--- src/rtl/tcfs_pkg.sv ---
`default_nettype none
// tcfs_pkg: widths, codes, payload and configuration types for the triangle
// cull and flat shade pipeline. Depends on nothing.
package tcfs_pkg;

  localparam int CoordW    = 16;
  localparam int CamW      = 16;
  localparam int DiffW     = CoordW + 1;
  localparam int CrossW    = 2 * DiffW;
  localparam int NormW     = CrossW + 1;
  localparam int DistW     = CoordW + 3;
  localparam int NdW       = NormW + DistW;
  localparam int DotW      = NdW + 2;
  localparam int UnitW     = 15;
  localparam int ShiftW    = $clog2(NormW - UnitW + 1);
  localparam int LightW    = 16;
  localparam int ProjW     = 2 * (UnitW + 1);
  localparam int ProjSumW  = ProjW + 2;
  localparam int PosW      = 32;
  localparam int SqW       = 2 * UnitW;
  localparam int SqSumW    = SqW + 2;
  localparam int FracW     = 16;
  localparam int RadW      = SqSumW + FracW;
  localparam int RootW     = RadW / 2;
  localparam int ScaleW    = 10;
  localparam int NumW      = PosW + ScaleW;
  localparam int QuotW     = 18;
  localparam int GainW     = 9;
  localparam int DiffuseW  = GainW + QuotW;
  localparam int ShadeW    = DiffuseW + 1;
  localparam int ChanW     = 8;
  localparam int ChanProdW = ChanW + ShadeW;
  localparam int ShadeFrW  = 24;
  localparam int ColorW    = 32;
  localparam int CfgW      = 16;
  localparam int CfgIdxW   = 3;

  localparam logic [ChanW-1:0] ChanMax = 8'hFF;

  localparam logic signed [CamW-1:0]   CamReset    = 16'sd0;
  localparam logic signed [LightW-1:0] LightXReset = -16'sd6554;
  localparam logic signed [LightW-1:0] LightYReset = 16'sd11469;
  localparam logic signed [LightW-1:0] LightZReset = -16'sd9830;
  localparam logic [GainW-1:0]         AmbReset    = 9'd141;
  localparam logic [GainW-1:0]         DifReset    = 9'd115;

  typedef enum logic [CfgIdxW-1:0] {
    CfgCamX    = 3'd0,
    CfgCamY    = 3'd1,
    CfgLightX  = 3'd2,
    CfgLightY  = 3'd3,
    CfgLightZ  = 3'd4,
    CfgAmbient = 3'd5,
    CfgDiffuse = 3'd6
  } cfg_idx_e;

  typedef logic signed [CoordW-1:0] coord_t;

  typedef struct packed {
    coord_t vertex_a_x;
    coord_t vertex_a_y;
    coord_t vertex_a_z;
    coord_t vertex_b_x;
    coord_t vertex_b_y;
    coord_t vertex_b_z;
    coord_t vertex_c_x;
    coord_t vertex_c_y;
    coord_t vertex_c_z;
    logic [ColorW-1:0] base_color;
  } tri_in_t;

  typedef struct packed {
    coord_t out_a_x;
    coord_t out_a_y;
    coord_t out_a_z;
    coord_t out_b_x;
    coord_t out_b_y;
    coord_t out_b_z;
    coord_t out_c_x;
    coord_t out_c_y;
    coord_t out_c_z;
    logic [ColorW-1:0] shaded_color;
  } tri_out_t;

  typedef struct packed {
    logic signed [CamW-1:0]   cam_x;
    logic signed [CamW-1:0]   cam_y;
    logic signed [LightW-1:0] light_x;
    logic signed [LightW-1:0] light_y;
    logic signed [LightW-1:0] light_z;
    logic [GainW-1:0]         ambient;
    logic [GainW-1:0]         diffuse;
  } cfg_t;

  // Sidecar of the square root stages.
  typedef struct packed {
    tri_in_t         prim;
    logic [PosW-1:0] proj;
    logic            zero_term;
  } sq_side_t;

  // Sidecar of the divider stages.
  typedef struct packed {
    tri_in_t prim;
    logic    zero_term;
  } dv_side_t;

endpackage
`default_nettype wire

--- src/rtl/tcfs_shade.sv ---
`default_nettype none
// tcfs_shade: four-stage color scaling by ambient plus weighted Lambert
// term, with channel saturation and the output register. Uses tcfs_pkg.
module tcfs_shade (
  input  logic               clk_i,
  input  logic               rst_ni,
  input  logic               en_i,
  input  logic               valid_i,
  input  tcfs_pkg::tri_in_t  prim_i,
  input  logic               zero_term_i,
  input  logic [tcfs_pkg::QuotW-1:0] quot_i,
  input  tcfs_pkg::cfg_t     cfg_i,
  output logic               valid_o,
  output tcfs_pkg::tri_out_t data_o
);
  import tcfs_pkg::*;

  localparam int Depth = 4;
  localparam int SatW  = ChanProdW - ShadeFrW;

  logic [Depth-1:0]     v_q;
  tri_in_t              prim_q [Depth-1];
  logic [QuotW-1:0]     term_d;
  logic [DiffuseW-1:0]  dg_d, dg1_q;
  logic [ShadeW-1:0]    gain_d, gain2_q;
  logic [ChanProdW-1:0] cp_d [3], cp3_q [3];
  logic [SatW-1:0]      lvl_d [3];
  logic [ChanW-1:0]     ch_d [3];
  tri_out_t             out_d, out_q;

  always_comb begin
    term_d = zero_term_i ? '0 : quot_i;
    dg_d   = cfg_i.diffuse * term_d;
    gain_d = ShadeW'({cfg_i.ambient, FracW'(0)}) + ShadeW'(dg1_q);
    for (int i = 0; i < 3; i++) begin
      cp_d[i]  = prim_q[1].base_color[ChanW*i +: ChanW] * gain2_q;
      lvl_d[i] = cp3_q[i][ChanProdW-1:ShadeFrW];
      ch_d[i]  = (lvl_d[i] > SatW'(ChanMax)) ? ChanMax : lvl_d[i][ChanW-1:0];
    end
    out_d.out_a_x      = prim_q[2].vertex_a_x;
    out_d.out_a_y      = prim_q[2].vertex_a_y;
    out_d.out_a_z      = prim_q[2].vertex_a_z;
    out_d.out_b_x      = prim_q[2].vertex_b_x;
    out_d.out_b_y      = prim_q[2].vertex_b_y;
    out_d.out_b_z      = prim_q[2].vertex_b_z;
    out_d.out_c_x      = prim_q[2].vertex_c_x;
    out_d.out_c_y      = prim_q[2].vertex_c_y;
    out_d.out_c_z      = prim_q[2].vertex_c_z;
    out_d.shaded_color = {prim_q[2].base_color[ColorW-1 -: ChanW],
                          ch_d[2], ch_d[1], ch_d[0]};
  end

  always_ff @(posedge clk_i or negedge rst_ni) begin
    if (!rst_ni) begin
      v_q <= '0;
    end else if (en_i) begin
      v_q <= {v_q[Depth-2:0], valid_i};
    end
  end

  always_ff @(posedge clk_i) begin
    if (en_i) begin
      prim_q[0] <= prim_i;
      prim_q[1] <= prim_q[0];
      prim_q[2] <= prim_q[1];
      dg1_q     <= dg_d;
      gain2_q   <= gain_d;
      for (int i = 0; i < 3; i++) begin
        cp3_q[i] <= cp_d[i];
      end
      out_q <= out_d;
    end
  end

  assign valid_o = v_q[Depth-1];
  assign data_o  = out_q;

`ifndef SYNTHESIS
  // Alpha of the result is the alpha of the transaction that produced it.
  a_alpha_kept: assert property (@(posedge clk_i) disable iff (!rst_ni)
    en_i && v_q[Depth-2] |=> valid_o
      && data_o.shaded_color[ColorW-1 -: ChanW]
         == $past(prim_q[2].base_color[ColorW-1 -: ChanW]))
    else $error("alpha changed by shading");
`endif

endmodule
`default_nettype wire

--- config.mk ---
export PLATFORM = sky130hd
export DESIGN_NAME = tcfs_shade
export DESIGN_NICKNAME = d
export VERILOG_FILES = /design/src/rtl/tcfs_pkg.sv /design/src/rtl/tcfs_shade.sv
export SDC_FILE = /design/constraint.sdc
export NUM_CORES = 2
export LEC_CHECK = 0
export ABC_CLOCK_PERIOD_IN_PS = 14800
export BUFFER_PORTS_ARGS = -buffer_cell sky130_fd_sc_hd__buf_2
export CORE_MARGIN = 2
export CORE_UTILIZATION = 60
export CTS_CLUSTER_DIAMETER = 200
export DETAILED_ROUTE_END_ITERATION = 10
export PLACE_DENSITY = 0.87
export SLEW_MARGIN = 10
export SYNTH_ARGS = -nofsm -noshare
export SYNTH_HDL_FRONTEND = slang
export SYNTH_SLANG_ARGS = --single-unit
--- constraint.sdc ---
create_clock -name clk_i -period 14.8 [get_ports clk_i]
set_input_delay 4.44 -clock clk_i [delete_from_list [all_inputs] [get_ports clk_i]]
set_output_delay 4.44 -clock clk_i [all_outputs]
set_load 0.02 [all_outputs]
Yosys cells after proc, flatten, opt, wreduce, memory -nomap -nowiden
Memories as Yosys holds them, arrays and structs flattened. A register that Yosys moved wholly into a read port is not among the register bits.
Index checks and enable logic that the tools add are counted.
{ "word_totals": {"out_inout_bits": 177, "n_memories": 2, "mem_bits_rw": 636, "in_bits": 297, "wordCells": 19, "reg_bits": 83} }
{ "memory_table": {"columns": ["memory", "depth", "width", "read_ports", "rd_ports_with_merged_regs", "wr", "line_no", "rtl"], "rows": [
  ["prim_q", 3, 176, 3, 1, 3, "tcfs_shade.sv:22", "tri_in_t prim_q [Depth-1];"],
  ["cp3_q", 3, 36, 3, 0, 3, "tcfs_shade.sv:26", "logic [ChanProdW-1:0] cp_d [3], cp3_q [3];"]
]} }
{ "classes": {"mul": 4, "n_lt_le_gt_ge": 3, "n_mux": 3, "addsub": 1} }
{ "ops": {"columns": ["cell", "count"], "rows": [
  ["8-bit by 28-bit multiplier with 36-bit output", 3],
  ["12-bit by 8-bit > comparator with 1-bit output, second input constant", 3],
  ["25-bit by 27-bit adder with 28-bit output", 1],
  ["9-bit by 18-bit multiplier with 27-bit output", 1],
  ["18-bit 2-to-1 mux", 1],
  ["1-bit 2-to-1 mux", 2]
]} }

Depth between registers and ports, before layout
{ "depth": {"ltp_word": 2, "mapped_depth": 22, "mapped_depth_nobuf": 21} }

Least setup slack after synthesis
OpenSTA, ideal clock, no wires.
{ "synth_timing": {"path_type": "input -> register", "from": "input cfg_i[0] in the netlist's numbering", "to": "register dg1_q[25], data pin", "t_arrival_ns": 9.139, "setup_ns": 0.258, "path_buffers": 3, "t_required_ns": 14.542, "setup_slack_ns": 5.404, "cell_stages": 20, "cell_sequence": "clkbuf_1 > clkbuf_1 > nand2_1 > fa_1 > inv_1 > fa_1 > fa_1 > inv_1 > fa_1 > inv_1 > ha_1 > buf_2 > nand4_1 > a2111oi_0 > o311a_1 > a31oi_1 > a211oi_1 > o21a_1 > nor2_1 > xnor2_1"} }
{ "synth_between": {"elab_chain_len": 1} }
{ "synth_rtl": {"columns": ["element", "line_no", "rtl"], "rows": [
  ["start, declared", "tcfs_shade.sv:12", "input tcfs_pkg::cfg_t cfg_i,"],
  ["9-bit by 18-bit multiplier with 27-bit output", "tcfs_shade.sv:33", "dg_d = cfg_i.diffuse * term_d;"],
  ["via dg_d[25]", "tcfs_shade.sv:24", "logic [DiffuseW-1:0] dg_d, dg1_q;"],
  ["end signal, assigned", "tcfs_shade.sv:66", "dg1_q <= dg_d;"],
  ["end, declared", "tcfs_shade.sv:24", null]
]} }
The timed path passes the listed nets, and every way through them passes these cells.
A chain may end at the register's enable or synchronous reset.

Final worst setup path
{ "layout_timing": {"from": "input zero_term_i", "to": "register dg1_q[25], data pin"} }
{ "layout_between": {"elab_chain_len": 2} }
{ "layout_rtl": {"columns": ["element", "line_no", "rtl"], "rows": [
  ["start, declared", "tcfs_shade.sv:10", "input logic zero_term_i,"],
  ["18-bit 2-to-1 mux", "tcfs_shade.sv:32", "term_d = zero_term_i ? '0 : quot_i;"],
  ["9-bit by 18-bit multiplier with 27-bit output", "tcfs_shade.sv:33", null],
  ["via dg_d[25]", "tcfs_shade.sv:24", null]
]} }
The timed path passes the listed nets, and every way through them passes these cells.

==> flow_summary.ini <==
[status]
status = completed

[global_route]
grtUsageMet3_pct = 4.936
grt_use_met1_pct = 30.34
overflow = 0
grt_pass1_vias = 29730
grt.total_usage_pct = 25.35
grt_max_degree = 205
busiest_layer = met2
grt_pass1_wl_mm = 159.5
antenna_found_initial = 9
use_met2_pct = 44.87

[place]
gp_congestion = 0.8365
hpwl_mm = 67.33
dpl-instance-area_sq_mm = 0.05048
io_buffers = 393
place_inst = 4825

[power_and_ir_drop]
leakagePower_nw = 22.90
peakVddDrop_mv = 0.2612
intPower_mw = 7.383
p_comb_share_pct = 59.6
pwr-share-clk_pct = 15.2
power.density_mw_per_mm2 = 238.5
power.switching_mw = 5.257
p_sw_share_pct = 41.59
seq_power_share_pct = 25.2

[logic_synthesis]
syn-num-nets = 4582
synth_enable_flop_cells = 771
synth_cell_types = 65
synth.top_cell.area_share_pct = 48.76
ys.flop_type = edfxtp_1
synth-seq-cells = 775
yosysWarnings = 0
yosys.area.top_type = edfxtp_1
ys_top_cells_by_area = edfxtp_1 49%, fa_1 24%, and2_1 8.2%
ys_seq_area_share_pct = 48.97
synthArstFlopShare_pct = 0.5161
synth_area_sq_mm = 0.04748
syn_avg_cell_area_sq_um = 13.60
synthCells = 3491

[layout]
design_area_sq_mm = 0.05299
nNetsFinal = 4944
final_cell_count_no_fill = 4972
synthToLayoutAreaGrowth_pct = 11.59
fillerInstances = 5217
drive_above_1_share_pct = 14.13
fin_util_pct = 67.40

[timing]
fmax_mhz = 103.1
tns_ns = 0
skew_ns = 0.06025
layout_min_cycle_time_ns = 9.703
rsz0062_at_grt = no
maxSlewViolCount = 0
tightest_slew_ns = 1.170
max_slew_margin_pct = 21.97
fin_hold_ws_ns = 0.3600
finalSetupViolCount = 0
hold_viol = 0
min_period_over_period_pct = 65.56

[floorplanning]
dieArea_sq_mm = 0.08141
start_util_pct = 60.40
ioPinCount = 474
placeableCoreArea_sq_mm = 0.07861
fp.dieW_um = 285.3
row_count = 103
die_y_um = 285.3

[clocking]
clk_pin_slew_worst_paths_ns = 0.06
hold_buffers = 0
worstSkewPairLatency_ns = 0.65
clockRootBuffer = clkbuf_16
cts_buffer_depth = 3
post_cts_resized = 0
cts_htree_levels = 3
cts_sinks = 775
cts_inserted_buffers = 76
cts_tree = built
post_cts_buffers = 0

[drt]
drc = 0
wirelength_mm = 100.6
num_vias = 27190
wl_per_cell_um = 20.24
ant_nets = 0
vias_per_cell = 5.468
drt_pass1_iterations = 6
drtIter0Drc = 1961

[setup_path]
critical_path_required_ns = 15.20
worst_setup_path_start_kind = input pin
critPathCaptureType = flip-flop
r2r_slack_ns = 8.58
cp_max_fo = 18
crit_type = in -> reg
crit_arrival_ns = 10.11

[min_path]
hp-class = reg -> reg

[run]
drv_cap = 0
-- through the flow --
step	setup slack, ns	power, mW
3_3_place_gp	4.538	10.24
5_1_grt	4.762	13.84
4_1_cts	5.168	12.69
6_report	5.097	12.64
2_1_floorplan	5.404	8.850
3_5_place_dp	4.472	10.61
-- cells in the mapped netlist, types with 26 or more instances --
| cell type | count |
|---|---|
| edfxtp_1 | 771 |
| and2_1 | 626 |
| fa_1 | 579 |
| inv_1 | 519 |
| nand2_1 | 234 |
| ha_1 | 215 |
| clkbuf_1 | 127 |
| a21oi_1 | 53 |
| nor2_1 | 51 |
| xnor2_1 | 40 |
| nand2b_1 | 32 |
| o21ai_0 | 27 |
| nor2b_1 | 26 |
-- logic make-up (layout without fill, tap and decap cells) --
kind of cell,after synthesis,count (layout),share of synthesized area (%)
simple gates,1042,1042,12.19
fa+ha+maj,794,794,30.08
flops,775,775,48.97
buf+inv,648,1071,5.128
compound gates,176,176,2.582
xor+xnor,52,52,0.9591
mux,4,4,0.09485
other cells,0,8,0
-- layout by cell type, fill, tap and decap left out, drive strengths merged, types with 5 or more instances in the layout --
cell	instances
a211oi	8
a21boi	5
a21o	21
a21oi	53
and2	627
and3	5
and4	6
buf	413
clkbuf	86
clkinv	36
clkinvlp	7
diode	8
edfxtp	771
fa	579
ha	215
inv	525
nand2	234
nand2b	32
nand3	17
nor2	51
nor2b	26
nor3	20
o211ai	5
o21a	11
o21ai	30
o21bai	5
or3	6
xnor2	40
xor2	12
-- layout make-up --
| class | instances | area [sq um] | area share [%] |
|---|---|---|---|
| Antenna cell | 8 | 20.02 | 0.03778 |
| Clock buffer | 86 | 1939 | 3.660 |
| Clock inverter | 53 | 546.8 | 1.032 |
| Inverter | 519 | 1948 | 3.677 |
| Multi-Input combinational cell | 2068 | 21800 | 41.15 |
| Sequential cell | 775 | 23250 | 43.88 |
| Tap cell | 1050 | 1314 | 2.479 |
| Timing Repair Buffer | 413 | 2165 | 4.085 |
-- layer usage --
metal,part of all wire (%),wire (um)
met1,36,36200
met2,53,53440
met3,7.0,7023
met4,3.9,3952
met5,0.011,11
-- critical path, stage by stage --
cell,delay [ns]
buf_2,0.21
nor2b_1,0.62
nand2_1,0.20
fa_1,0.54
inv_1,0.06
fa_1,0.50
fa_1,0.54
inv_1,0.05
fa_1,0.51
inv_1,0.05
ha_1,0.36
nand4_1,0.21
a2111oi_0,0.80
o311a_1,0.30
a31oi_1,0.14
a211oi_1,0.26
o21a_1,0.14
nor2_1,0.05
xnor2_1,0.11
-- power by group through the flow --
stage,Sequential [mW],Clock (mW),Combinational (mW)
6_report,3.19,1.92,7.53
5_1_grt,3.21,2.04,8.60
4_1_cts,3.18,1.97,7.55
3_5_place_dp,3.22,0,7.39
3_3_place_gp,3.20,0,7.05
2_1_floorplan,3.10,0,5.75
-- final timing paths --
kind | from | endpoint | cells past startpoint
setup reg to reg | prim_q[1][18] | cp3_q[0][106] | 15
max in group asynchronous | rst_ni | v_q[1] | 1
min in group asynchronous | rst_ni | v_q[2] | 1
hold reg to reg | dg1_q[6] | gain2_q[6] | 0
setup / recovery | zero_term_i | dg1_q[25] | 19
hold / removal | dg1_q[6] | gain2_q[6] | 0
-- state kept, by name, summed over array words and instances, names as in the netlist --
register  cells
v_q           4
prim_q      504
gain2_q      28
data_o      176
dg1_q        27
cp3_q        36
Note: power is estimated with default switching activity, not from simulation.
