## src/rtl/tcfs_pkg.sv

```systemverilog
`default_nettype none
// tcfs_pkg: widths, codes, payload and configuration types for the triangle
// cull and flat shade pipeline. Depends on nothing.
package tcfs_pkg;

  localparam int CoordW    = 16;
  localparam int CamW      = 16;
  localparam int DiffW     = CoordW + 1;
  localparam int CrossW    = 2 * DiffW;
  localparam int NormW     = CrossW + 1;
  localparam int DistW     = CoordW + 3;
  localparam int NdW       = NormW + DistW;
  localparam int DotW      = NdW + 2;
  localparam int UnitW     = 15;
  localparam int ShiftW    = $clog2(NormW - UnitW + 1);
  localparam int LightW    = 16;
  localparam int ProjW     = 2 * (UnitW + 1);
  localparam int ProjSumW  = ProjW + 2;
  localparam int PosW      = 32;
  localparam int SqW       = 2 * UnitW;
  localparam int SqSumW    = SqW + 2;
  localparam int FracW     = 16;
  localparam int RadW      = SqSumW + FracW;
  localparam int RootW     = RadW / 2;
  localparam int ScaleW    = 10;
  localparam int NumW      = PosW + ScaleW;
  localparam int QuotW     = 18;
  localparam int GainW     = 9;
  localparam int DiffuseW  = GainW + QuotW;
  localparam int ShadeW    = DiffuseW + 1;
  localparam int ChanW     = 8;
  localparam int ChanProdW = ChanW + ShadeW;
  localparam int ShadeFrW  = 24;
  localparam int ColorW    = 32;
  localparam int CfgW      = 16;
  localparam int CfgIdxW   = 3;

  localparam logic [ChanW-1:0] ChanMax = 8'hFF;

  localparam logic signed [CamW-1:0]   CamReset    = 16'sd0;
  localparam logic signed [LightW-1:0] LightXReset = -16'sd6554;
  localparam logic signed [LightW-1:0] LightYReset = 16'sd11469;
  localparam logic signed [LightW-1:0] LightZReset = -16'sd9830;
  localparam logic [GainW-1:0]         AmbReset    = 9'd141;
  localparam logic [GainW-1:0]         DifReset    = 9'd115;

  typedef enum logic [CfgIdxW-1:0] {
    CfgCamX    = 3'd0,
    CfgCamY    = 3'd1,
    CfgLightX  = 3'd2,
    CfgLightY  = 3'd3,
    CfgLightZ  = 3'd4,
    CfgAmbient = 3'd5,
    CfgDiffuse = 3'd6
  } cfg_idx_e;

  typedef logic signed [CoordW-1:0] coord_t;

  typedef struct packed {
    coord_t vertex_a_x;
    coord_t vertex_a_y;
    coord_t vertex_a_z;
    coord_t vertex_b_x;
    coord_t vertex_b_y;
    coord_t vertex_b_z;
    coord_t vertex_c_x;
    coord_t vertex_c_y;
    coord_t vertex_c_z;
    logic [ColorW-1:0] base_color;
  } tri_in_t;

  typedef struct packed {
    coord_t out_a_x;
    coord_t out_a_y;
    coord_t out_a_z;
    coord_t out_b_x;
    coord_t out_b_y;
    coord_t out_b_z;
    coord_t out_c_x;
    coord_t out_c_y;
    coord_t out_c_z;
    logic [ColorW-1:0] shaded_color;
  } tri_out_t;

  typedef struct packed {
    logic signed [CamW-1:0]   cam_x;
    logic signed [CamW-1:0]   cam_y;
    logic signed [LightW-1:0] light_x;
    logic signed [LightW-1:0] light_y;
    logic signed [LightW-1:0] light_z;
    logic [GainW-1:0]         ambient;
    logic [GainW-1:0]         diffuse;
  } cfg_t;

  // Sidecar of the square root stages.
  typedef struct packed {
    tri_in_t         prim;
    logic [PosW-1:0] proj;
    logic            zero_term;
  } sq_side_t;

  // Sidecar of the divider stages.
  typedef struct packed {
    tri_in_t prim;
    logic    zero_term;
  } dv_side_t;

endpackage
`default_nettype wire

```

## src/rtl/tcfs_div.sv

```systemverilog
`default_nettype none
// tcfs_div: restoring divider, one quotient bit per pipeline stage, for the
// Lambert term. Uses tcfs_pkg.
module tcfs_div (
  input  logic               clk_i,
  input  logic               rst_ni,
  input  logic               en_i,
  input  logic               valid_i,
  input  tcfs_pkg::dv_side_t side_i,
  input  logic [tcfs_pkg::NumW-1:0]  num_i,
  input  logic [tcfs_pkg::RootW-1:0] den_i,
  output logic               valid_o,
  output tcfs_pkg::dv_side_t side_o,
  output logic [tcfs_pkg::QuotW-1:0] quot_o
);
  import tcfs_pkg::*;

  logic [QuotW-1:0] v_q;
  dv_side_t         side_q [QuotW];
  logic [RootW-1:0] rem_q  [QuotW];
  logic [RootW-1:0] den_q  [QuotW];
  logic [QuotW-1:0] low_q  [QuotW];
  logic [QuotW-1:0] q_q    [QuotW];

  for (genvar s = 0; s < QuotW; s++) begin : g_step
    logic [RootW-1:0] rem_in, den_in;
    logic [QuotW-1:0] low_in, q_in;
    logic [RootW:0]   rem_sh, diff;
    dv_side_t         side_in;
    logic             v_in, ge;

    if (s == 0) begin : g_first
      assign rem_in  = num_i[NumW-1:QuotW];
      assign low_in  = num_i[QuotW-1:0];
      assign q_in    = '0;
      assign den_in  = den_i;
      assign side_in = side_i;
      assign v_in    = valid_i;
    end else begin : g_next
      assign rem_in  = rem_q[s-1];
      assign low_in  = low_q[s-1];
      assign q_in    = q_q[s-1];
      assign den_in  = den_q[s-1];
      assign side_in = side_q[s-1];
      assign v_in    = v_q[s-1];
    end

    always_comb begin
      rem_sh = {rem_in, low_in[QuotW-1]};
      diff   = rem_sh - {1'b0, den_in};
      ge     = (rem_sh >= {1'b0, den_in});
    end

    always_ff @(posedge clk_i) begin
      if (en_i) begin
        rem_q[s]  <= ge ? diff[RootW-1:0] : rem_sh[RootW-1:0];
        q_q[s]    <= {q_in[QuotW-2:0], ge};
        low_q[s]  <= low_in << 1;
        den_q[s]  <= den_in;
        side_q[s] <= side_in;
      end
    end

    always_ff @(posedge clk_i or negedge rst_ni) begin
      if (!rst_ni) begin
        v_q[s] <= 1'b0;
      end else if (en_i) begin
        v_q[s] <= v_in;
      end
    end
  end

  assign valid_o = v_q[QuotW-1];
  assign side_o  = side_q[QuotW-1];
  assign quot_o  = q_q[QuotW-1];

`ifndef SYNTHESIS
  // For a lit face the term is bounded by four times the light length, so
  // the quotient always fits.
  a_quot_fits: assert property (@(posedge clk_i) disable iff (!rst_ni)
    valid_i && !side_i.zero_term |-> num_i[NumW-1:QuotW] < den_i)
    else $error("Lambert quotient overflows divider");
`endif

endmodule
`default_nettype wire

```

## config.mk

```make
export PLATFORM = sky130hd
export DESIGN_NAME = tcfs_div
export DESIGN_NICKNAME = d
export VERILOG_FILES = /design/src/rtl/tcfs_pkg.sv /design/src/rtl/tcfs_div.sv
export SDC_FILE = /design/constraint.sdc
export NUM_CORES = 2
export LEC_CHECK = 0
export ABC_AREA = 1
export BUFFER_PORTS_ARGS = -buffer_cell sky130_fd_sc_hd__buf_4
export CAP_MARGIN = 15
export CELL_PAD_IN_SITES_DETAIL_PLACEMENT = 1
export CELL_PAD_IN_SITES_GLOBAL_PLACEMENT = 2
export CORE_MARGIN = 1
export CORE_UTILIZATION = 48
export DETAILED_ROUTE_END_ITERATION = 7
export PLACE_DENSITY = 0.95
export RECOVER_POWER = 50
export SYNTH_ARGS = -nofsm -noshare
export SYNTH_HDL_FRONTEND = slang
export SYNTH_MEMORY_MAX_BITS = 65536
export SYNTH_SLANG_ARGS = --single-unit
```

## constraint.sdc

```tcl
create_clock -name clk_i -period 6.2 [get_ports clk_i]
set_clock_uncertainty 0.05 [all_clocks]
set_input_delay 1.24 -clock clk_i [delete_from_list [all_inputs] [get_ports clk_i]]
set_output_delay 1.24 -clock clk_i [all_outputs]
set_load 0.005 [all_outputs]
```

**After elaboration in Yosys (flattened, before gate mapping)**

Memory sizes are Yosys's and may differ from the RTL's.
Index checks and enable logic that the tools add are counted.
W data, S select, Z words.

- Flip-flop bits (word level): 18
- Memory bits (writable): 4,680
- Word-level logic and storage cells: 79
- Memories kept: 5

Memories:

| memory | words | width | read ports | clocked after Yosys merged registers in | wr ports | line | RTL |
|---|---|---|---|---|---|---|---|
| side_q | 18 | 177 | 18 | 0 | 18 | tcfs_div.sv:19 | `dv_side_t side_q [QuotW];` |
| den_q | 18 | 24 | 17 | 0 | 18 | tcfs_div.sv:21 | `logic [RootW-1:0] den_q [QuotW];` |
| rem_q | 18 | 24 | 17 | 0 | 18 | tcfs_div.sv:20 | `logic [RootW-1:0] rem_q [QuotW];` |
| q_q | 18 | 18 | 18 | 0 | 18 | tcfs_div.sv:23 | `logic [QuotW-1:0] q_q [QuotW];` |
| low_q | 18 | 17 | 17 | 0 | 18 | tcfs_div.sv:22 | `logic [QuotW-1:0] low_q [QuotW];` |

- $add $sub $neg: 18
- Order comparisons: 18
- Multiplexer cells: 20

Operator list:

| kind | count |
|---|---|
| $ge A25 B24 Y1 | 18 |
| $mux W24 | 18 |
| $sub A24 B24 Y24 | 18 |
| $mux W1 | 2 |

**Longest topological paths before layout**

An unclocked memory read counts as a cell.

- Depth after elaboration: 3
- Depth in mapped cells: 14

**Worst setup path before layout**

OpenSTA, ideal clock, no wires.

- Path type: input to register
- Start: in num_i[17] (netlist name)
- End: mem rem_q[0][16] (netlist name) (data pin)
- Setup time: 253 ps
- Arrival: 2,645 ps
- Setup slack: 3,253 ps
- Stages on the path: 11
- Buffers on the path: 0
- Cell sequence: inv_1 > ha_1 > fa_1 > inv_1 > a21oi_1 > o21ai_0 > nand2_1 > nand3_1 > nand2_1 > nand2_1 > nand2_1

RTL lines:

| what | line | RTL |
|---|---|---|
| start: declaration | tcfs_div.sv:10 | `input logic [tcfs_pkg::NumW-1:0] num_i,` |
| end: declaration | tcfs_div.sv:20 |  |

==> results.md <==
- For the pin with the worst max-slew slack, the measured transition is 4.15 ns.
- After floorplanning, the core was sized to cover ~350000 µm².
- The detailed-route DRC error count is 0.
- The total standard cell area after synthesis is 171000 µm².
- The type of element capturing the critical path is a register.
- The count of flip-flops with a built-in enable after synthesis is 4326.
- The worst slew margin relative to its limit is -177%.
- The total routed wirelength is 398000 µm.
- The analysis attributes to cell leakage a power of roughly 0.079 µW.
- The initial antenna violation count is 19.
- The clock-pin slew on the worst setup and hold paths is around 0.060 ns.
- The utilization after layout is a little over half.
- The total buffers and inverters traversed by the critical path is 2.
- The worst hold margin is 0.335 ns.
- Once the clock tree was built, the resizer swapped 0 gates to a different size.
- Across the run, the number of max-cap violations was 10.
- The path class of the tightest hold or removal check is reg -> reg.
- The cell class contributing the biggest share of worst-path delay is buffers and inverters.
- In this run, distinct cell masters in the synthesized netlist total 39.
- The effective utilization at floorplan is roughly 48%.
- The run finished, with violations left.
- Summed over all nets, the half-perimeter wirelength after detailed placement is about 280000 µm.
- The clock net in this run drives a total of roughly 4300 sinks.
- The placed instance count is roughly 18000.
- Clock latency on the worst-skew pair, taken at its later pin, is roughly 0.96 ns.
- The count of standard-cell rows is roughly 220.
- The setup check on the worst reg-to-reg path leaves a slack of around 2.7 ns.
- Entering global routing, the biggest net connects 200 pins.
- The arrival time at the worst endpoint is 4.96 ns.
- The biggest area contributor in the post-synthesis netlist is sky130_fd_sc_hd__edfxtp_1.
- The category of the critical setup timing path is in -> reg.
- The average footprint of a synthesized cell is between 10 and 15 µm².
- The fraction of registers with async set or reset after synthesis is 0.414%.
- Dividing the detail-routed wire length by the instance count gives roughly 21 µm.
- The area growth from synthesis to layout is 13.2%.
- For the worst setup path, the data required time is around 6.5 ns.
- In this run the most critical hold path is launched from side_q[12][46]$_DFFE_PP_.
- The critical path crosses 2 cells after its start point.
- The worst hold path passes through 0 cells.
- The final count of pins violating max slew is 562.
- The first detailed-routing pass took 8 iterations.
- The delay of the slowest cell on the worst path is roughly 3 ns.
- Once the clock tree was built, the setup fixing pass inserted 0 buffers.
- TritonCTS built the clock tree.
- TritonCTS created about 420 clock buffers.
- Dividing the final minimum period by the clock period gives 74.6%.
- The sort of element at the start of the critical path is a primary input.
- Setup repair after global routing left no endpoint under its margin.
- The count of nets after finishing is roughly 14000.
- Walking the worst path, the cells encountered are buf_16 > clkbuf_1.
- The final period demand of the worst path is 4.62 ns.
- The number of vias in the routed layout is around 94000.
- The die covers ~360000 µm².
- The most frequent standard cell in the layout excluding fill and tap cells is sky130_fd_sc_hd__edfxtp_1.
- The remaining antenna violation count is 0.
- When the netlist entered floorplanning its net count stood at 13419.
- After synthesis, the largest area contributor takes up 76.1% of total cell area.
- The power per standard cell area is 431 nW/µm².
- In this run the worst path has a maximum fanout of between 100 and 150.
- The flip-flop and latch count after synthesis is between 4000 and 5000.
- The first routing iteration left between 5000 and 6000 violations.
- By area the synthesized netlist is led by sky130_fd_sc_hd__edfxtp_1 76%, sky130_fd_sc_hd__nand2_1 8.2%, sky130_fd_sc_hd__inv_1 4.4%.
- The sink of the worst hold path is side_q[13][46]$_DFFE_PP_.
- In the layout the commonest cells are 4326 x sky130_fd_sc_hd__edfxtp_1, 3721 x sky130_fd_sc_hd__nand2_1, 1990 x sky130_fd_sc_hd__inv_1.
- The leftover overflow at the end of global routing is 0.
- The sum of internal, switching and leakage power is approximately 83000 µW.
- The total I/O pin count is 443.
- The post-route non-filler standard cell count is roughly 19000.
- The placer's final routability congestion estimate is 0.906.
- Setup violations remaining at the end of the flow were counted as 0.
- In this run, post-CTS hold repair placed 0 buffers.
- Static timing analysis puts the maximum clock frequency at roughly 220 MHz.
- The worst register-to-register path begins at den_q[3][15]$_DFFE_PP_.
- The wire length of the first global-routing pass is between 500000 and 600000 µm.
- Of the cells placed in the final design, the portion with a size suffix greater than 1 is between 8 and 9%.
- The logic depth of the worst register-to-register path is 12.
- The endpoint identified for the worst register-to-register timing path is rem_q[4][23]$_DFFE_PP_.
- The final reports fail on capacitance limit, slew limit.
- The post-synthesis sequential area ratio is between 70% and 80%.
- The gate count after technology mapping is approximately 13000.
- In this run the deepest clock path goes through 4 buffers.
- The number of buffer cells added on primary ports is 442.
- For this run, the total global-route usage over all layers was measured as 22.0%.
- The cell sitting at the root of the clock tree is a sky130_fd_sc_hd__clkbuf_16.
- Measured along the x axis, the die boundary spans 598 µm.
- The H-tree was split into 5 levels.
- The number of global-route vias before repair was between 90000 and 100k.
- Summed over all failing endpoints, the final setup total negative slack is 0 ns.
- The via count normalized by instance count is 5.03.
- For this run, the leading register cell type out of synthesis is sky130_fd_sc_hd__edfxtp_1.
- Yosys printed 0 warnings.
- The worst-case IR drop observed on VDD is roughly 0.00033 V.
- The count of endpoints failing hold in the final timing report was 0.
- The vertical extent of the die is between 500 and 600 µm.
- The slowest stage of the critical path is the sky130_fd_sc_hd__clkbuf_1 cell.
-- area by class of cell --
type | count | area [µm²]
fillers | 35118 | 160000
flip-flops and latches | 4344 | 130000
multi-input cells | 6228 | 31700
clock buffers | 505 | 11000
inverters | 2011 | 7550
well taps | 4730 | 5920
repair buffers | 540 | 4030
clock inverters | 256 | 2570
diodes | 11 | 27.5
-- worst max path at each step --
| stage | from | to | slack (ns) |
|---|---|---|---|
| 6_report | en_i | rem_q[6][22]$_DFFE_PP_ | 1.58 |
| 5_1_grt | en_i | rem_q[6][12]$_DFFE_PP_ | 1.27 |
| 4_1_cts | den_q[3][15]$_DFFE_PP_ | rem_q[4][23]$_DFFE_PP_ | 2.65 |
| 3_5_place_dp | den_i[8] | rem_q[0][22]$_DFFE_PP_ | 2.09 |
| 3_3_place_gp | num_i[39] | rem_q[0][18]$_DFFE_PP_ | 2.10 |
| 2_1_floorplan | num_i[17] | rem_q[0][16]$_DFFE_PP_ | 3.25 |
-- layer usage --
layer | track usage (%) | wire (µm)
met5 | 0 | 32
met4 | 7.90 | 15000
met3 | 2.40 | 14100
met2 | 41.5 | 213000
met1 | 25.7 | 156000
-- cell families after synthesis --
group | after synthesis | synth area share (%)
xor gates and xnor gates | 180 | 0.924
AOI/OAI and AO/OA | 248 | 0.871
DFF | 4344 | 76.4
and+or+nand+nor | 5349 | 13.4
muxes | 2 | 0.0132
buffers and inverters | 2151 | 4.99
adders and majority gates | 449 | 3.37
-- flip-flops by register name, summed over array words and instances, names as in the netlist --
signal / cells
g_step.v_in: 17
low_q: 153
rem_q: 408
valid_o: 1
side_q: 3186
q_q: 171
den_q: 408
-- per-stage QoR --
stage | instance area, µm² | worst slack (ns)
after floorplan | 171000 | 3.25
after global placement | 180000 | 2.10
after detailed placement | 180000 | 2.09
after CTS | 194000 | 2.65
after global routing | 193000 | 1.27
final | 193000 | 1.58
-- where the power goes --
group | switching (µW) | internal (µW)
Combinational | 13700 | 6080
Sequential | 1830 | 36400
Clock | 11200 | 14100
Total | 26800 | 56500
-- Yosys cell counts (9+ instances only) --
master,n
sky130_fd_sc_hd__xnor2_1,22
sky130_fd_sc_hd__buf_2,90
sky130_fd_sc_hd__nor2_2,30
sky130_fd_sc_hd__nor3_2,17
sky130_fd_sc_hd__nor3_4,9
sky130_fd_sc_hd__nand4_1,515
sky130_fd_sc_hd__clkbuf_1,10
sky130_fd_sc_hd__buf_6,32
sky130_fd_sc_hd__edfxtp_1,4326
sky130_fd_sc_hd__nand2_2,22
sky130_fd_sc_hd__o21a_1,18
sky130_fd_sc_hd__inv_1,1990
sky130_fd_sc_hd__nand3_2,17
sky130_fd_sc_hd__nor3_1,40
sky130_fd_sc_hd__nor2_1,487
sky130_fd_sc_hd__inv_2,20
sky130_fd_sc_hd__fa_1,17
sky130_fd_sc_hd__dfrtp_1,18
sky130_fd_sc_hd__nand3_4,21
sky130_fd_sc_hd__nand4_2,9
sky130_fd_sc_hd__nand3b_1,25
sky130_fd_sc_hd__ha_1,432
sky130_fd_sc_hd__a21oi_4,17
sky130_fd_sc_hd__o21ai_0,17
sky130_fd_sc_hd__nand2_1,3721
sky130_fd_sc_hd__a21oi_1,193
sky130_fd_sc_hd__xor2_1,158
sky130_fd_sc_hd__nand3_1,418
No activity file was read; power rests on OpenSTA's default activity.
